$ cat src/hw/rtl/bcc_pkg.sv
// ----------------------------------------------------------------------------
// bcc_pkg
// Shared types and constants for the button click classifier.
// ----------------------------------------------------------------------------
`default_nettype none

package bcc_pkg;

    // configuration register map
    localparam int CFG_IDX_W  = 2;
    localparam int CFG_DATA_W = 16;

    typedef enum logic [CFG_IDX_W-1:0] {
        CFG_PULL_UP  = 2'd0,
        CFG_DEBOUNCE = 2'd1,
        CFG_GAP      = 2'd2,
        CFG_LONG     = 2'd3
    } t_cfg_idx;

    // timer widths
    localparam int SINCE_W = 8;
    localparam int HOLD_W  = 16;
    localparam int GAP_W   = 16;
    localparam int CLICK_W = 8;

    // register reset values
    localparam logic               RST_PULL_UP  = 1'b1;
    localparam logic [SINCE_W-1:0] RST_DEBOUNCE = 8'd15;
    localparam logic [GAP_W-1:0]   RST_GAP      = 16'd400;
    localparam logic [HOLD_W-1:0]  RST_LONG     = 16'd1000;

    // one result item
    typedef struct packed {
        logic               pressed;
        logic               press_event;
        logic               release_event;
        logic               long_press;
        logic [CLICK_W-1:0] click_count;
        logic [HOLD_W-1:0]  hold_time;
    } t_result;

endpackage

`default_nettype wire

$ cat src/hw/rtl/button_click_classifier_top.sv
// ----------------------------------------------------------------------------
// button_click_classifier_top
// Debounce, hold timing, long press and multi-click detection on a 1 ms tick.
// ----------------------------------------------------------------------------
// Each input item is one millisecond tick carrying the raw pin level. The
// block takes one item per clock cycle unless the result channel stalls, and
// returns exactly one result item per tick. An item waits in the input register; the
// classifier state advances as the item moves into the result register,
// where the result is held until it is taken. The result register and
// the input register together hold two items, so one more tick is taken
// while a finished result waits on i_out_ready. Configuration writes are
// taken at any time (o_cfg_ready is always high) and must be made while the
// block is idle.
// ----------------------------------------------------------------------------
`default_nettype none

module button_click_classifier_top
    import bcc_pkg::*;
(
    input  wire logic                  i_clk,
    input  wire logic                  i_rst_n,

    // configuration write channel
    input  wire logic                  i_cfg_valid,
    output logic                       o_cfg_ready,
    input  wire logic [CFG_IDX_W-1:0]  i_cfg_index,
    input  wire logic [CFG_DATA_W-1:0] i_cfg_data,

    // tick input channel
    input  wire logic                  i_in_valid,
    output logic                       o_in_ready,
    input  wire logic                  i_pin_level,

    // result channel
    output logic                       o_out_valid,
    input  wire logic                  i_out_ready,
    output logic                       o_pressed,
    output logic                       o_press_event,
    output logic                       o_release_event,
    output logic                       o_long_press,
    output logic [CLICK_W-1:0]         o_click_count,
    output logic [HOLD_W-1:0]          o_hold_time
);

    // ------------------------------------------------------------------
    // configuration registers
    // ------------------------------------------------------------------
    logic               r_pull_up;
    logic [SINCE_W-1:0] r_debounce;
    logic [GAP_W-1:0]   r_gap_limit;
    logic [HOLD_W-1:0]  r_long_limit;

    assign o_cfg_ready = 1'b1;

    always_ff @(posedge i_clk) begin
        if (!i_rst_n) begin
            r_pull_up    <= RST_PULL_UP;
            r_debounce   <= RST_DEBOUNCE;
            r_gap_limit  <= RST_GAP;
            r_long_limit <= RST_LONG;
        end else if (i_cfg_valid) begin
            case (t_cfg_idx'(i_cfg_index))
                CFG_PULL_UP:  r_pull_up    <= i_cfg_data[0];
                CFG_DEBOUNCE: r_debounce   <= i_cfg_data[SINCE_W-1:0];
                CFG_GAP:      r_gap_limit  <= i_cfg_data[GAP_W-1:0];
                CFG_LONG:     r_long_limit <= i_cfg_data[HOLD_W-1:0];
                default:      ;
            endcase
        end
    end

    // ------------------------------------------------------------------
    // pipeline control: input register -> result register
    // ------------------------------------------------------------------
    logic    r_in_valid;
    logic    r_in_pin;
    logic    r_out_valid;
    t_result r_out;
    logic    w_adv;        // item moves from input register to result register

    assign w_adv      = r_in_valid && (!r_out_valid || i_out_ready);
    assign o_in_ready = !r_in_valid || w_adv;

    always_ff @(posedge i_clk) begin
        if (!i_rst_n) begin
            r_in_valid <= 1'b0;
        end else if (o_in_ready) begin
            r_in_valid <= i_in_valid;
        end
    end

    always_ff @(posedge i_clk) begin
        if (o_in_ready && i_in_valid) begin
            r_in_pin <= i_pin_level;
        end
    end

    always_ff @(posedge i_clk) begin
        if (!i_rst_n) begin
            r_out_valid <= 1'b0;
        end else if (w_adv) begin
            r_out_valid <= 1'b1;
        end else if (i_out_ready) begin
            r_out_valid <= 1'b0;
        end
    end

    // ------------------------------------------------------------------
    // classifier state
    // ------------------------------------------------------------------
    logic               r_stable,   n_stable;
    logic [SINCE_W-1:0] r_since,    n_since;
    logic               r_holding,  n_holding;
    logic [HOLD_W-1:0]  r_hold_tmr, n_hold_tmr;
    logic               r_gap_act,  n_gap_act;
    logic [GAP_W-1:0]   r_gap_tmr,  n_gap_tmr;
    logic [CLICK_W-1:0] r_clicks,   n_clicks;
    t_result            n_out;

    // one tick, in order: debounce, raw hold timing, long press, multiclick
    always_comb begin
        logic active;

        n_stable   = r_stable;
        n_since    = r_since;
        n_holding  = r_holding;
        n_hold_tmr = r_hold_tmr;
        n_gap_act  = r_gap_act;
        n_gap_tmr  = r_gap_tmr;
        n_clicks   = r_clicks;
        n_out      = '0;

        active = r_in_pin ^ r_pull_up;

        // debounce; saturating timer, counted before the compare
        if (n_since != '1) n_since = n_since + 1'b1;
        if ((active != n_stable) && (n_since > r_debounce)) begin
            n_stable = active;
            n_since  = '0;
            n_out.press_event   = active;
            n_out.release_event = !active;
        end

        // raw hold timing
        if (n_holding && (n_hold_tmr != '1)) n_hold_tmr = n_hold_tmr + 1'b1;
        if (active) begin
            if (!n_holding) begin
                n_holding  = 1'b1;
                n_hold_tmr = '0;
            end
            n_out.hold_time = n_hold_tmr;
        end

        // raw release ends the hold; a long one drops the click sequence
        if (!active && n_holding) begin
            if (n_hold_tmr > r_long_limit) begin
                n_out.long_press = 1'b1;
                n_gap_act = 1'b0;
                n_gap_tmr = '0;
                n_clicks  = '0;
            end
            n_holding  = 1'b0;
            n_hold_tmr = '0;
        end

        // multiclick gap and count
        if (n_gap_act && (n_gap_tmr != '1)) n_gap_tmr = n_gap_tmr + 1'b1;
        if (n_out.press_event) begin
            n_gap_act = 1'b1;
            n_gap_tmr = '0;
            if (n_clicks != '1) n_clicks = n_clicks + 1'b1;
        end
        if ((n_clicks != '0) && n_gap_act && (n_gap_tmr > r_gap_limit) &&
            !n_stable && !n_holding) begin
            n_out.click_count = n_clicks;
            n_clicks  = '0;
            n_gap_act = 1'b0;
            n_gap_tmr = '0;
        end

        n_out.pressed = n_stable;
    end

    always_ff @(posedge i_clk) begin
        if (!i_rst_n) begin
            r_stable   <= 1'b0;
            r_since    <= '0;
            r_holding  <= 1'b0;
            r_hold_tmr <= '0;
            r_gap_act  <= 1'b0;
            r_gap_tmr  <= '0;
            r_clicks   <= '0;
        end else if (w_adv) begin
            r_stable   <= n_stable;
            r_since    <= n_since;
            r_holding  <= n_holding;
            r_hold_tmr <= n_hold_tmr;
            r_gap_act  <= n_gap_act;
            r_gap_tmr  <= n_gap_tmr;
            r_clicks   <= n_clicks;
        end
    end

    // result payload, no reset needed
    always_ff @(posedge i_clk) begin
        if (w_adv) begin
            r_out <= n_out;
        end
    end

    assign o_out_valid     = r_out_valid;
    assign o_pressed       = r_out.pressed;
    assign o_press_event   = r_out.press_event;
    assign o_release_event = r_out.release_event;
    assign o_long_press    = r_out.long_press;
    assign o_click_count   = r_out.click_count;
    assign o_hold_time     = r_out.hold_time;

`ifndef NO_ASSERTIONS
    // an item waiting in the input register is never dropped
    a_in_hold: assert property (@(posedge i_clk) disable iff (!i_rst_n)
        r_in_valid && !w_adv |=> r_in_valid)
        else $error("input item lost while stalled");

    // events agree with the debounced state
    a_event_state: assert property (@(posedge i_clk) disable iff (!i_rst_n)
        o_out_valid |-> (!o_press_event || o_pressed) &&
                        (!o_release_event || !o_pressed))
        else $error("debounce event disagrees with pressed");

    // a reported click sequence only ends while released and not held
    a_count_released: assert property (@(posedge i_clk) disable iff (!i_rst_n)
        o_out_valid && (o_click_count != '0) |-> !o_pressed && (o_hold_time == '0))
        else $error("click count reported while pressed or held");

    // long press comes on the raw release, so no hold time is shown
    a_long_release: assert property (@(posedge i_clk) disable iff (!i_rst_n)
        o_out_valid && o_long_press |-> (o_hold_time == '0))
        else $error("long press with nonzero hold time");

    // a debounced change restarts the debounce timer
    a_since_clear: assert property (@(posedge i_clk) disable iff (!i_rst_n)
        w_adv && (n_stable != r_stable) |=> (r_since == '0))
        else $error("debounce timer not cleared on change");
`endif

endmodule

`default_nettype wire
$ cat config.mk
export PLATFORM = sky130hd
export DESIGN_NAME = button_click_classifier_top
export DESIGN_NICKNAME = d
export VERILOG_FILES = /design/src/hw/rtl/bcc_pkg.sv /design/src/hw/rtl/button_click_classifier_top.sv
export SDC_FILE = /design/constraint.sdc
export NUM_CORES = 1
export LEC_CHECK = 0
export BUFFER_PORTS_ARGS = -buffer_cell sky130_fd_sc_hd__buf_2
export CAP_MARGIN = 20
export CORE_ASPECT_RATIO = 0.5
export CORE_MARGIN = 4
export CORE_UTILIZATION = 30
export CTS_CLUSTER_DIAMETER = 40
export CTS_CLUSTER_SIZE = 10
export DETAILED_ROUTE_END_ITERATION = 16
export GPL_ROUTABILITY_DRIVEN = 1
export PLACE_DENSITY = 0.45
export SETUP_SLACK_MARGIN = 0.3
export SLEW_MARGIN = 20
export SYNTH_ARGS = -nofsm -noshare
export SYNTH_HDL_FRONTEND = slang
export SYNTH_SLANG_ARGS = --single-unit
$ cat constraint.sdc
create_clock -name i_clk -period 10.39 [get_ports i_clk]
set_input_delay 0 -clock i_clk [delete_from_list [all_inputs] [get_ports i_clk]]
set_output_delay 0 -clock i_clk [all_outputs]
set_load 0.005 [all_outputs]
Word-level counts from Yosys, hierarchy flattened
Index checks and enable logic that the tools add are counted.
Widths: inputs -> output; s select.
Storage, ports and cells
  register bits: 123
  logic and storage cells: 87
Operators by class
  $lt $le $gt $ge: 3
  $add $sub $neg: 4
  reductions and logical operators: 24
  multiplexer cells: 27
  bitwise logic cells: 1
  equality and inequality tests: 8
Operator list (number)
  $mux 16: 9
  $mux 8: 7
  $add 16x1->16 const B: 2
  $gt 16x16->1: 2
  $ne 16x16->1 const B: 2
  $add 8x1->8 const B: 2
  $ne 8x8->1 const B: 2
  $logic_and 1x1->1: 10
  $mux 1: 10
  $gt 8x8->1: 1
  $reduce_and 2->1: 4
  $reduce_bool 8->1: 1
  $logic_not 1->1: 5
  $eq 2x2->1 const B: 2
  $eq 2x1->1 const B: 1
  $logic_not 2->1: 1
  $logic_or 1x1->1: 2
  $mux 2: 1
  $reduce_bool 2->1: 1
  $ne 1x1->1: 1
  $xor 1x1->1: 1

Longest topological paths before layout
Gate-level depths: netlist (run 1).
  depth after elaboration: 17
  depth in mapped cells: 40

Worst setup path after synthesis (run 1)
OpenSTA, ideal clock, no wires.
  path type: reg2reg
  start point: reg r_hold_tmr[2]
  end point: reg r_gap_tmr[10]
  library setup time: 0.117 ns
  path buffers: 5
  data arrival time: 7.105 ns
  stages on the path, launching flop included: 41
  path slack: 3.168 ns
  path through: dfxtp_1 clkbuf_1 and4_1 nand4_1 o31ai_1 or3_1 clkbuf_1 nor2_1 nand3_1 nor2_1 xnor2_1 nor2_1 ha_1 nand4_1 or4_1 a21oi_1 nand3b_2 nand2_2 [... 5 more ...] and3_1 nand2_1 nor3_1 nand4_1 xor2_1 nor2_1 ha_1 nand4_1 nor2_1 nand2_1 nor2_1 a21o_1 and4_1 o41ai_4 and3_1 buf_6 buf_6 a22o_1
On the way
  longest elaborated chain between the ends: 17
  elaborated cells on any way between the ends: 30
  those cells by class: add/sub (3); order compare (2); eq/ne (3); mux (15); reduce/logical (7)
Ends and longest elaborated chain
  from (decl): line button_click_classifier_top.sv:114  | logic [HOLD_W-1:0] r_hold_tmr, n_hold_tmr;
  from (signal assigned): line button_click_classifier_top.sv:197  | r_hold_tmr <= n_hold_tmr;
  branches (longest 2 deep; another with $add 16x1->16)
  $mux 16 *: line button_click_classifier_top.sv:145  | if (n_holding && (n_hold_tmr != '1)) n_hold_tmr = n_hold_tmr + 1'b1;
  $mux 16: line button_click_classifier_top.sv:147  | if (!n_holding) begin
  $mux 16 *: line button_click_classifier_top.sv:146  | if (active) begin
  $gt 16x16->1 *: line button_click_classifier_top.sv:156  | if (n_hold_tmr > r_long_limit) begin
  branches (longest 10 deep; another with $add 16x1->16)
  $mux 16 *: line button_click_classifier_top.sv:173  | if ((n_clicks != '0) && n_gap_act && (n_gap_tmr > r_gap_limit) &&
  to (signal assigned): line button_click_classifier_top.sv:199  | r_gap_tmr <= n_gap_tmr;
  to (decl): line button_click_classifier_top.sv:116  | logic [GAP_W-1:0] r_gap_tmr, n_gap_tmr;
Every way passes the cells marked *.
A chain may end at the register's enable or synchronous reset.

Worst setup path after layout (run 1)
  start point: reg r_hold_tmr[2]
  end point: reg r_gap_tmr[6]
Same word-level chain as after synthesis.

==> impl_metrics.json, run 1 <==
{
  "outcome": "complete, no violations",
  "grt_setup_unrepaired": "no",
  "hp-class": "input port to register",
  "cts-root-to-sink-buffers": 2,
  "worst_path_most_repeated_cell": "sky130_fd_sc_hd__nor2_1",
  "cp_max_fo": 18,
  "cts_root_buffer": "sky130_fd_sc_hd__clkbuf_16",
  "cts.clk_slew.worst_paths_ps": 60,
  "crit_path_max_incr_delay_ps": 630,
  "tightestPinTransition_ps": 910,
  "finClkSkew_ps": 8.13,
  "worst_slew_margin_rel": 0.393,
  "critPathSlowestCell": "sky130_fd_sc_hd__and3_1",
  "cts.repair_timing.setup_buffer_count": 0,
  "synthCells": 830,
  "start_util": 0.306,
  "largest_net_degree_at_the_start_of_global_routing": 80,
  "vdd_drop_max_mv": 0.105,
  "io_pins": 55,
  "main_flop_type_after_synthesis": "sky130_fd_sc_hd__dfxtp_1",
  "post_cts_resized": 0,
  "drv.max_cap_violation_count": 0,
  "total_of_flip_flops_plus_latches_after_synthesis": 123,
  "global_route_total_overflow": 0,
  "grt_first_pass_wirelength_mm": 31.3,
  "post_route_cells_drive_above_1_share": 0.112,
  "antenna_found_initial": 0,
  "distinct_cell_type_count_after_synthesis": 67,
  "setup-tns-final_ps": 0,
  "numCtsBuffers": 17,
  "placeableCoreArea_um2": 22900,
  "clock_tree_from_tritoncts": "done",
  "timing.critical_path.arrival_ps": 8730,
  "insertion_delay_ps": 420,
  "synth_edf_count": 29,
  "synthArstFlopShare": 0,
  "setup.worst_path.start_class": "register",
  "end_kind": "register",
  "antennaDiodeCount": 0,
  "setup_viol_count_final": 0,
  "synthesis.area_um2": 7000,
  "fillerInstances": 2356,
  "register_area_um2": 2750,
  "globalplace.congestion": 0.875,
  "cp_data_required_time_ps": 10760,
  "timing.final.crit_period_ps": 8360,
  "placement.io_buffers": 53,
  "layout.nets": 954,
  "multi_input_area_um2": 3900,
  "route.vias.total": 6020,
  "synth-seq-area-share": 0.393,
  "drt_first_iter_violations": 379,
  "final.period_utilization": 0.805,
  "final_max_slew_viol_count": 0,
  "postRouteWirelength_mm": 19.6,
  "ys.warnings.count": 0,
  "finalHoldViolations": 0,
  "floorplan.die_area_um2": 26000,
  "die_width_um": 224,
  "power.leakage_nw": 3.23,
  "fmax_mhz": 120,
  "first_global_vias": 5824,
  "rows": 39,
  "remaining_drc_errors": 0,
  "mean_syn_cell_area_um2": 8.43,
  "first_pass_iters": 5,
  "cts-htree-levels": 4,
  "grt_util_all_layers": 0.154,
  "synth.net_count": 898,
  "clock-sinks": 123,
  "dp_hpwl_mm": 14.0,
  "chipHeight_um": 116,
  "detail_route.vias_per_cell": 4.99,
  "routed_wire_length_per_instance_um": 16.3,
  "detail-route-antenna-nets": 0,
  "worstSetupPathType": "register to register",
  "flow.area_growth_from_synthesis_pct": 19.2,
  "power_density_nw_per_um2": 145,
  "post_route_worst_setup_slack_ps": 2030,
  "place_ws_ps": 2160
}
report_power, final:
part,internal (mW),switching [mW],leakage [nW]
combinational,0.0308,0.0521,1.90
sequential,0.502,0.00588,1.03
clock,0.402,0.216,0.309
total,0.934,0.274,3.23
state kept, by name, summed over array words and instances (netlist names), 8 cells and up:
signal	flops
o_click_count	8
o_hold_time	16
r_clicks	8
r_debounce	8
r_gap_limit	16
r_gap_tmr	16
r_hold_tmr	16
r_long_limit	16
r_since	8
cells in the final DEF (no fill, tap or decap), types with 23 or more instances in the layout:
master and instances:
sky130_fd_sc_hd__ha_1 44, sky130_fd_sc_hd__dfxtp_1 94, sky130_fd_sc_hd__inv_1 44, sky130_fd_sc_hd__nand3_1 27, sky130_fd_sc_hd__a21oi_1 27, sky130_fd_sc_hd__edfxtp_1 29
sky130_fd_sc_hd__xor2_1 23, sky130_fd_sc_hd__nand2_1 124, sky130_fd_sc_hd__nor2_1 88, sky130_fd_sc_hd__a21boi_0 34, sky130_fd_sc_hd__o21ai_0 30, sky130_fd_sc_hd__buf_2 53
synth_stat cells (all sizes together) (16+ instances only):
cell type  number  share of area
xnor2          16          0.021
clkbuf         34          0.018
o21ai          34          0.024
nand2         126          0.068
nor2b          19          0.017
nand3          28          0.021
a21boi         35          0.038
nor2           88          0.047
and2           18          0.016
a22o           17          0.021
inv            45          0.024
xor2           23          0.029
a21oi          28          0.021
ha             44          0.079
dfxtp          94           0.27
edfxtp         29           0.12
nand4          22          0.020
repair_timing:
action	CTS	global route
hold buffers	22	0
endpoints found under the hold margin	45	0
setup endpoints to repair	0	0
final timing paths:
| check | start | cells after the start | to | slack [ps] |
|---|---|---|---|---|
| max | r_hold_tmr[2] | 35 | r_gap_tmr[6] | 2030 |
| min | i_cfg_valid | 4 | r_pull_up | 80 |
| max reg2reg | r_hold_tmr[2] | 35 | r_gap_tmr[6] | 2030 |
| min reg2reg | r_gap_limit[2] | 2 | r_gap_limit[2] | 470 |
cell type report:
class | instances | share of cell area
clock inverters | 4 | 0.00570
inverters | 47 | 0.0211
repair buffers | 78 | 0.0609
multi-input cells | 619 | 0.467
flip-flops and latches | 123 | 0.330
well taps | 307 | 0.0460
clock buffers | 28 | 0.0694
critical path, delay by kind of cell (launching register included):
kind                       cells  cell delay (ps)
AOI/OAI and AO/OA              6             1290
xor gates and xnor gates       2              420
DFF                            1              450
adders and majority gates      3              900
and+or+nand+nor               24             5240
cells by family after synthesis:
group | Yosys count | synth area share
adders and majority gates | 44 | 0.0787
AOI/OAI and AO/OA | 179 | 0.182
and+or+nand+nor | 350 | 0.236
DFF | 123 | 0.393
other | 1 | 0.000536
muxes | 6 | 0.00894
buffers and inverters | 88 | 0.0504
xor gates and xnor gates | 39 | 0.0499
per-layer routing:
| metal | GRT usage | part of all wire | wire length, um | vias to the layer above |
|---|---|---|---|---|
| li1 | - | - | - | 3038 |
| met1 | 0.210 | 0.51 | 9990 | 2862 |
| met2 | 0.246 | 0.44 | 8580 | 94 |
| met3 | 0.0382 | 0.038 | 738 | 26 |
| met4 | 0.0455 | 0.015 | 299 | 0 |
| met5 | 0 | 0 | 0 | - |
per-stage QoR:
step           cells  power, mW  area (um2)  hold WS, ps  utilization
2_1_floorplan    830      0.564        7000         98.9            -
3_3_place_gp    1152      0.594        7500          179        0.328
3_5_place_dp    1152      0.595        7500          184        0.328
4_1_cts         1206       1.22        8340         61.9        0.365
5_1_grt         1206       1.26        8340         88.0        0.365
6_report        1206       1.21        8340         76.9        0.365
Note: power is estimated with default switching activity, not from simulation.
==> inputs of run 2 (changes only) <==
--- a/config.mk
+++ b/config.mk
@@ -5,6 +5,7 @@
 export SDC_FILE = /design/constraint.sdc
 export NUM_CORES = 1
 export LEC_CHECK = 0
+export ABC_AREA = 1
 export BUFFER_PORTS_ARGS = -buffer_cell sky130_fd_sc_hd__buf_2
 export CAP_MARGIN = 20
 export CORE_ASPECT_RATIO = 0.5
==> constraint.sdc (replaced) <==
create_clock -name i_clk -period 7.8 [get_ports i_clk]
set_input_delay 0 -clock i_clk [delete_from_list [all_inputs] [get_ports i_clk]]
set_output_delay 0 -clock i_clk [all_outputs]
set_load 0.005 [all_outputs]
==> run 2 against run 1 <==
Compared with the run above:
- sequential share of layout area down 0.92 points
- clock skew is 3.4 ps higher
- area after synthesis increased by 3.4%
- combinational power up 39%
- cell area up 2.9%
- highest routed layer unchanged
- largest power group unchanged
- core utilization grew 0.42 points
- power up 28%
- register-to-register slack worse by 880 ps
- largest cell class unchanged
- synthesized cell count is 23% higher
==> impl_metrics.json, run 2 <==
{
  "timing.final.crit_period_ps": 6660,
  "synthesis.area_um2": 7240,
  "routed_wire_length_per_instance_um": 14.1,
  "io_pins": 55,
  "leading_cell_type_in_the_layout_fill_and_taps_excluded": "sky130_fd_sc_hd__nand2_1",
  "total_of_flip_flops_plus_latches_after_synthesis": 123,
  "setup_viol_count_final": 0,
  "power_density_nw_per_um2": 180,
  "synth-seq-area-share": 0.380,
  "distinct_cell_type_count_after_synthesis": 43,
  "cp_max_fo": 36,
  "cts-htree-levels": 4,
  "use_met1": 0.215,
  "setup.worst_path.start_class": "register",
  "ys.warnings.count": 0,
  "cts.clk_slew.worst_paths_ps": 70,
  "synthCells": 1018,
  "worstSetupPathType": "register to register",
  "tightestPinTransition_ps": 823,
  "post_route_cells_drive_above_1_share": 0.128,
  "rows": 39,
  "yosys.area.top_type": "sky130_fd_sc_hd__dfxtp_1",
  "cp_data_required_time_ps": 7960,
  "global_route.peak_usage_layer": "met2",
  "end_kind": "register",
  "globalplace.congestion": 0.844,
  "grt_setup_unrepaired": "no",
  "global_route_total_overflow": 0,
  "clock-sinks": 123,
  "numCtsBuffers": 17,
  "hp-class": "input port to register",
  "first_global_vias": 6265,
  "worst_path_most_repeated_cell": "sky130_fd_sc_hd__nor2_1",
  "hold_path_end": "r_debounce[0]",
  "placement.io_buffers": 53,
  "drt_first_iter_violations": 279,
  "detail-route-antenna-nets": 0,
  "start_util": 0.311,
  "grt_util_met3": 0.0324,
  "final_max_slew_viol_count": 0,
  "layout.nets": 1152,
  "cts_root_buffer": "sky130_fd_sc_hd__clkbuf_16",
  "fillerInstances": 2380,
  "grt_util_all_layers": 0.153,
  "floorplan.die_area_um2": 26800,
  "main_flop_type_after_synthesis": "sky130_fd_sc_hd__dfxtp_1",
  "insertion_delay_ps": 430,
  "layout_common_cells": "sky130_fd_sc_hd__nand2_1 (251), sky130_fd_sc_hd__inv_1 (131), sky130_fd_sc_hd__nor2_1 (121), sky130_fd_sc_hd__a21oi_1 (94), sky130_fd_sc_hd__dfxtp_1 (94)",
  "antenna_found_initial": 0,
  "fmax_mhz": 150,
  "hold_path_startpoint": "i_rst_n",
  "yosys.cell_count.top_type": "sky130_fd_sc_hd__nand2_1",
  "crit_buf_inv": 4,
  "mean_syn_cell_area_um2": 7.11,
  "critPathSlowestCell": "sky130_fd_sc_hd__dfxtp_1",
  "die_width_um": 228,
  "list_of_most_frequent_post_synthesis_cells": "sky130_fd_sc_hd__nand2_1 (252), sky130_fd_sc_hd__inv_1 (132), sky130_fd_sc_hd__nor2_1 (121), sky130_fd_sc_hd__a21oi_1 (94), sky130_fd_sc_hd__dfxtp_1 (94)",
  "finClkSkew_ps": 11.5,
  "synth_top_area_share": 0.260,
  "holdPathStages": 2,
  "setup-tns-final_ps": 0,
  "dp_hpwl_mm": 13.9,
  "layout.cells.non_filler": 1404,
  "finalHoldViolations": 0,
  "rr_endpoint": "o_click_count[7]",
  "timing.critical_path.arrival_ps": 6820,
  "flow.area_growth_from_synthesis_pct": 18.6,
  "outcome": "complete, no violations",
  "crit_path_max_incr_delay_ps": 330,
  "chipHeight_um": 118,
  "power.leakage_nw": 3.70,
  "rrSetupSlack_ps": 1140,
  "worst_path_dominant_cell_family": "simple AND/OR/NAND/NOR gates",
  "ys_top_cells_by_area": "sky130_fd_sc_hd__dfxtp_1 (26%), sky130_fd_sc_hd__nand2_1 (13%), sky130_fd_sc_hd__edfxtp_1 (12%)",
  "grt_use_met2": 0.237,
  "synthArstFlopShare": 0,
  "clock_tree_from_tritoncts": "done",
  "final.period_utilization": 0.854,
  "largest_net_degree_at_the_start_of_global_routing": 78,
  "grt_first_pass_wirelength_mm": 32.8,
  "remaining_drc_errors": 0,
  "route.vias.total": 6505,
  "critical_path.reg2reg.startpoint": "r_hold_tmr[0]",
  "first_pass_iters": 5,
  "placed_instances": 1345,
  "synth_edf_count": 29,
  "report.power.total_mw": 1.55,
  "drv.max_cap_violation_count": 0,
  "rr_worst_depth": 41,
  "detail_route.vias_per_cell": 4.63,
  "vdd_drop_max_mv": 0.127,
  "synth.net_count": 1086,
  "critical_path_depth": 41,
  "placeableCoreArea_um2": 23300,
  "cts-root-to-sink-buffers": 2,
  "antennaDiodeCount": 0,
  "worst_slew_margin_rel": 0.451,
  "postRouteWirelength_mm": 19.8
}
==> run 2: layout make-up <==
type	instances	area [um2]	area share
Tap cell	307	384	0.0448
Timing Repair Buffer	85	566	0.0659
Sequential cell	123	2750	0.321
Multi-Input combinational cell	724	3820	0.445
Clock inverter	13	103	0.0120
Clock buffer	19	454	0.0529
Inverter	133	503	0.0586
==> run 2: power breakdown <==
group | internal (mW) | total (mW) | switching, mW | leakage, nW
sequential | 0.672 | 0.679 | 0.00704 | 1.02
combinational | 0.0392 | 0.115 | 0.0757 | 2.40
clock | 0.431 | 0.755 | 0.324 | 0.279
total | 1.14 | 1.55 | 0.407 | 3.70
==> run 2: layer usage <==
metal,vias to the layer above,wire length [um]
met2,107,8600
li1,3419,-
met3,19,652
met4,0,303
met5,-,0
met1,2960,10300
==> run 2: worst register-to-register path: cells and delay by family (launching register included) <==
kind / cells / cell delay, ps
AOI/OAI and AO/OA: 8 / 1090
adders and majority gates: 4 / 980
buffers and inverters: 4 / 650
DFF: 1 / 330
and+or+nand+nor: 25 / 3390
==> run 2: repair_timing <==
action | in CTS | in global routing
setup buffers | 0 | 3
endpoints found under the setup margin | 0 | 33
hold buffers | 24 | 0
resized for setup | 0 | 6
endpoints found under the hold margin | 45 | 0
==> run 2: worst max-delay path by stage <==
stage	startpoint	to	slack [ps]
after global placement	r_hold_tmr[0]	o_click_count[3]	890
after floorplan	r_hold_tmr[0]	o_click_count[7]	2010
after CTS	r_hold_tmr[0]	o_click_count[7]	660
after global routing	r_hold_tmr[0]	r_gap_tmr[4]	350
after detailed placement	r_hold_tmr[0]	o_click_count[7]	700
final	r_hold_tmr[0]	o_click_count[7]	1140
==> run 2: metrics by stage <==
step	area [um2]	setup slack, ps	hold WS (ps)	util
floorplan	7240	2010	98.9	-
global placement	7720	886	181	0.332
detailed placement	7720	703	179	0.332
CTS	8520	663	54.4	0.366
global route	8580	346	99.2	0.369
finish	8580	1140	67.5	0.369
==> run 2: cells by family (layout without fill, tap and decap cells) <==
family                   after synthesis  after routing  share of synthesized area
XOR/XNOR                              23             23                     0.0278
adder cells (fa/ha/maj)               44             44                     0.0761
multiplexers                           2              2                    0.00294
AND/OR/NAND/NOR                      485            485                      0.285
other                                  1              1                   0.000518
flip-flops                           123            123                      0.380
buffers and inverters                171            250                     0.0971
AO/OA/AOI/OAI                        169            169                      0.130
==> inputs of run 3 (changes only) <==
==> constraint.sdc (replaced) <==
create_clock -name i_clk -period 7.2 [get_ports i_clk]
set_input_delay 0 -clock i_clk [delete_from_list [all_inputs] [get_ports i_clk]]
set_output_delay 0 -clock i_clk [all_outputs]
set_load 0.005 [all_outputs]
==> run 3 against run 2 <==
Compared with the run above:
- setup slack lost 310 ps
- first-iteration DRC count grew 57%
- critical path depth grew 2
- register-to-register slack lost 310 ps
- global-route usage is essentially flat
- sequential power grew 8.2%
- combinational power grew 8%
- clock skew shrank 4.4 ps
- wire length grew 4.7%
- non-clock buffer count grew 7
- critical endpoint is now o_click_count[3]
==> impl_metrics.json, run 3 (synthesis gave the netlist of run 2 again) <==
{
  "placeableCoreArea_um2": 23300,
  "detail-route-antenna-nets": 0,
  "critical_path.reg2reg.startpoint": "r_hold_tmr[0]",
  "globalplace.congestion": 0.825,
  "chipHeight_um": 118,
  "combinationalPowerShare": 0.072,
  "first_global_vias": 6029,
  "remaining_drc_errors": 0,
  "vdd_drop_max_mv": 0.148,
  "cts_root_buffer": "sky130_fd_sc_hd__clkbuf_16",
  "layout.cells.non_filler": 1415,
  "rr_endpoint": "o_click_count[3]",
  "power.share.clock": 0.498,
  "finalHoldViolations": 0,
  "hp-class": "input port to register",
  "internal_power_mw": 1.25,
  "design_area_um2": 8740,
  "floorplan.die_area_um2": 26800,
  "leading_cell_type_in_the_layout_fill_and_taps_excluded": "sky130_fd_sc_hd__nand2_1",
  "place_ws_ps": 550,
  "setup_viol_count_final": 0,
  "worstSetupPathType": "register to register",
  "grt_first_pass_wirelength_mm": 32.7,
  "tightestPinTransition_ps": 831,
  "power.switching_fraction": 0.272,
  "rrSetupSlack_ps": 840,
  "finClkSkew_ps": 7.09,
  "cts.clk_slew.worst_paths_ps": 70,
  "power.net_switching_mw": 0.466,
  "antennaDiodeCount": 0,
  "postRouteWirelength_mm": 20.8,
  "placement.io_buffers": 53,
  "die_width_um": 228,
  "rows": 39,
  "flow.area_growth_from_synthesis_pct": 20.7,
  "placed_instances": 1350,
  "finalCoreUtilization": 0.375,
  "largest_net_degree_at_the_start_of_global_routing": 79,
  "numCtsBuffers": 17,
  "startpoint": "r_hold_tmr[0]",
  "rr_worst_depth": 43,
  "endpoint": "o_click_count[3]",
  "start_util": 0.311,
  "dp_hpwl_mm": 14.1,
  "setup-tns-final_ps": 0,
  "post_route_cells_drive_above_1_share": 0.140,
  "clock-sinks": 123,
  "layout.nets": 1163,
  "power.leakage_nw": 3.81,
  "post_route_worst_setup_slack_ps": 835,
  "grt_util_all_layers": 0.153,
  "global_route_total_overflow": 0,
  "io_pins": 55,
  "clock_tree_from_tritoncts": "done",
  "detail_route.vias_per_cell": 4.64,
  "grt_setup_unrepaired": "no",
  "share_seq_of_total_power": 0.430,
  "holdPathStages": 4,
  "insertion_delay_ps": 430,
  "outcome": "complete, no violations",
  "final_max_slew_viol_count": 0,
  "report.power.total_mw": 1.71,
  "end_kind": "register",
  "first_pass_iters": 5,
  "fmax_mhz": 157,
  "final.period_utilization": 0.884,
  "cts-htree-levels": 4,
  "worst_slew_margin_rel": 0.446,
  "routed_wire_length_per_instance_um": 14.7,
  "route.vias.total": 6572,
  "crit_path_max_incr_delay_ps": 390,
  "critPathSlowestCell": "sky130_fd_sc_hd__dfxtp_1",
  "cp_data_required_time_ps": 7380,
  "antenna_found_initial": 0,
  "drv.max_cap_violation_count": 0,
  "fillerInstances": 2393,
  "power_density_nw_per_um2": 196,
  "worst_path_most_repeated_cell": "sky130_fd_sc_hd__nor2_1",
  "cp_max_fo": 10,
  "cts-root-to-sink-buffers": 2,
  "timing.final.crit_period_ps": 6360,
  "timing.critical_path.arrival_ps": 6540,
  "dpl_cell_area_um2": 7760,
  "drt_first_iter_violations": 439,
  "layout_common_cells": "sky130_fd_sc_hd__nand2_1 (250), sky130_fd_sc_hd__inv_1 (131), sky130_fd_sc_hd__nor2_1 (119), sky130_fd_sc_hd__a21oi_1 (94), sky130_fd_sc_hd__dfxtp_1 (94)",
  "setup.worst_path.start_class": "register",
  "final.hold.worst_slack_ps": 77.7
}
==> run 3: cell count changes in the layout (fill, tap and decap cells not counted), moves of 3 or more <==
cell / previous run / this run
sky130_fd_sc_hd__clkinv_4: 5 / 2
sky130_fd_sc_hd__buf_4: 8 / 11
sky130_fd_sc_hd__inv_8: 0 / 3
sky130_fd_sc_hd__nand2_4: 1 / 4
==> run 3: worst min path at each step <==
| stage | start | endpoint |
|---|---|---|
| 6_report | i_cfg_index[1] | r_gap_limit[0] |
| 5_1_grt | i_rst_n | r_gap_limit[7] |
| 4_1_cts | i_rst_n | r_debounce[1] |
| 3_5_place_dp | i_pin_level | r_in_pin |
| 3_3_place_gp | i_pin_level | r_in_pin |
| 2_1_floorplan | i_pin_level | r_in_pin |
==> run 3: timing repair <==
action,CTS,global route
buffers inserted,0,4
resized for setup,0,12
setup endpoints to repair,0,33
endpoints found under the hold margin,45,0
hold buffers,25,0
==> run 3: worst max-delay path: cells and delay by family, from the launching register on <==
| kind | cells | cell delay [ps] |
|---|---|---|
| and+or+nand+nor | 27 | 2920 |
| xor gates and xnor gates | 1 | 180 |
| adders and majority gates | 4 | 1040 |
| buffers and inverters | 6 | 700 |
| AOI/OAI and AO/OA | 5 | 880 |
| DFF | 1 | 390 |
==> run 3: power groups by stage <==
stage / Sequential, mW / Combinational [mW] / Clock (mW)
2_1_floorplan: 0.750 / 0.0697 / 0
3_3_place_gp: 0.750 / 0.113 / 0
3_5_place_dp: 0.750 / 0.115 / 0
4_1_cts: 0.735 / 0.126 / 0.874
5_1_grt: 0.737 / 0.141 / 0.904
6_report: 0.735 / 0.124 / 0.853
==> run 3: metal layers <==
layer | track usage | wire length, um | up-vias | part of all wire
met2 | 0.232 | 9200 | 123 | 0.44
met1 | 0.218 | 10500 | 2987 | 0.51
met4 | 0.0431 | 261 | 0 | 0.013
met5 | 0 | 0 | - | 0
met3 | 0.0339 | 797 | 18 | 0.038
li1 | - | - | 3444 | -
==> run 3: layout make-up <==
class	instances	area, um2	share of cell area
Multi-Input combinational cell	728	3880	0.444
Clock buffer	18	450	0.0516
Tap cell	307	384	0.0440
Timing Repair Buffer	92	649	0.0743
Sequential cell	123	2750	0.315
Clock inverter	14	121	0.0139
Inverter	133	503	0.0576
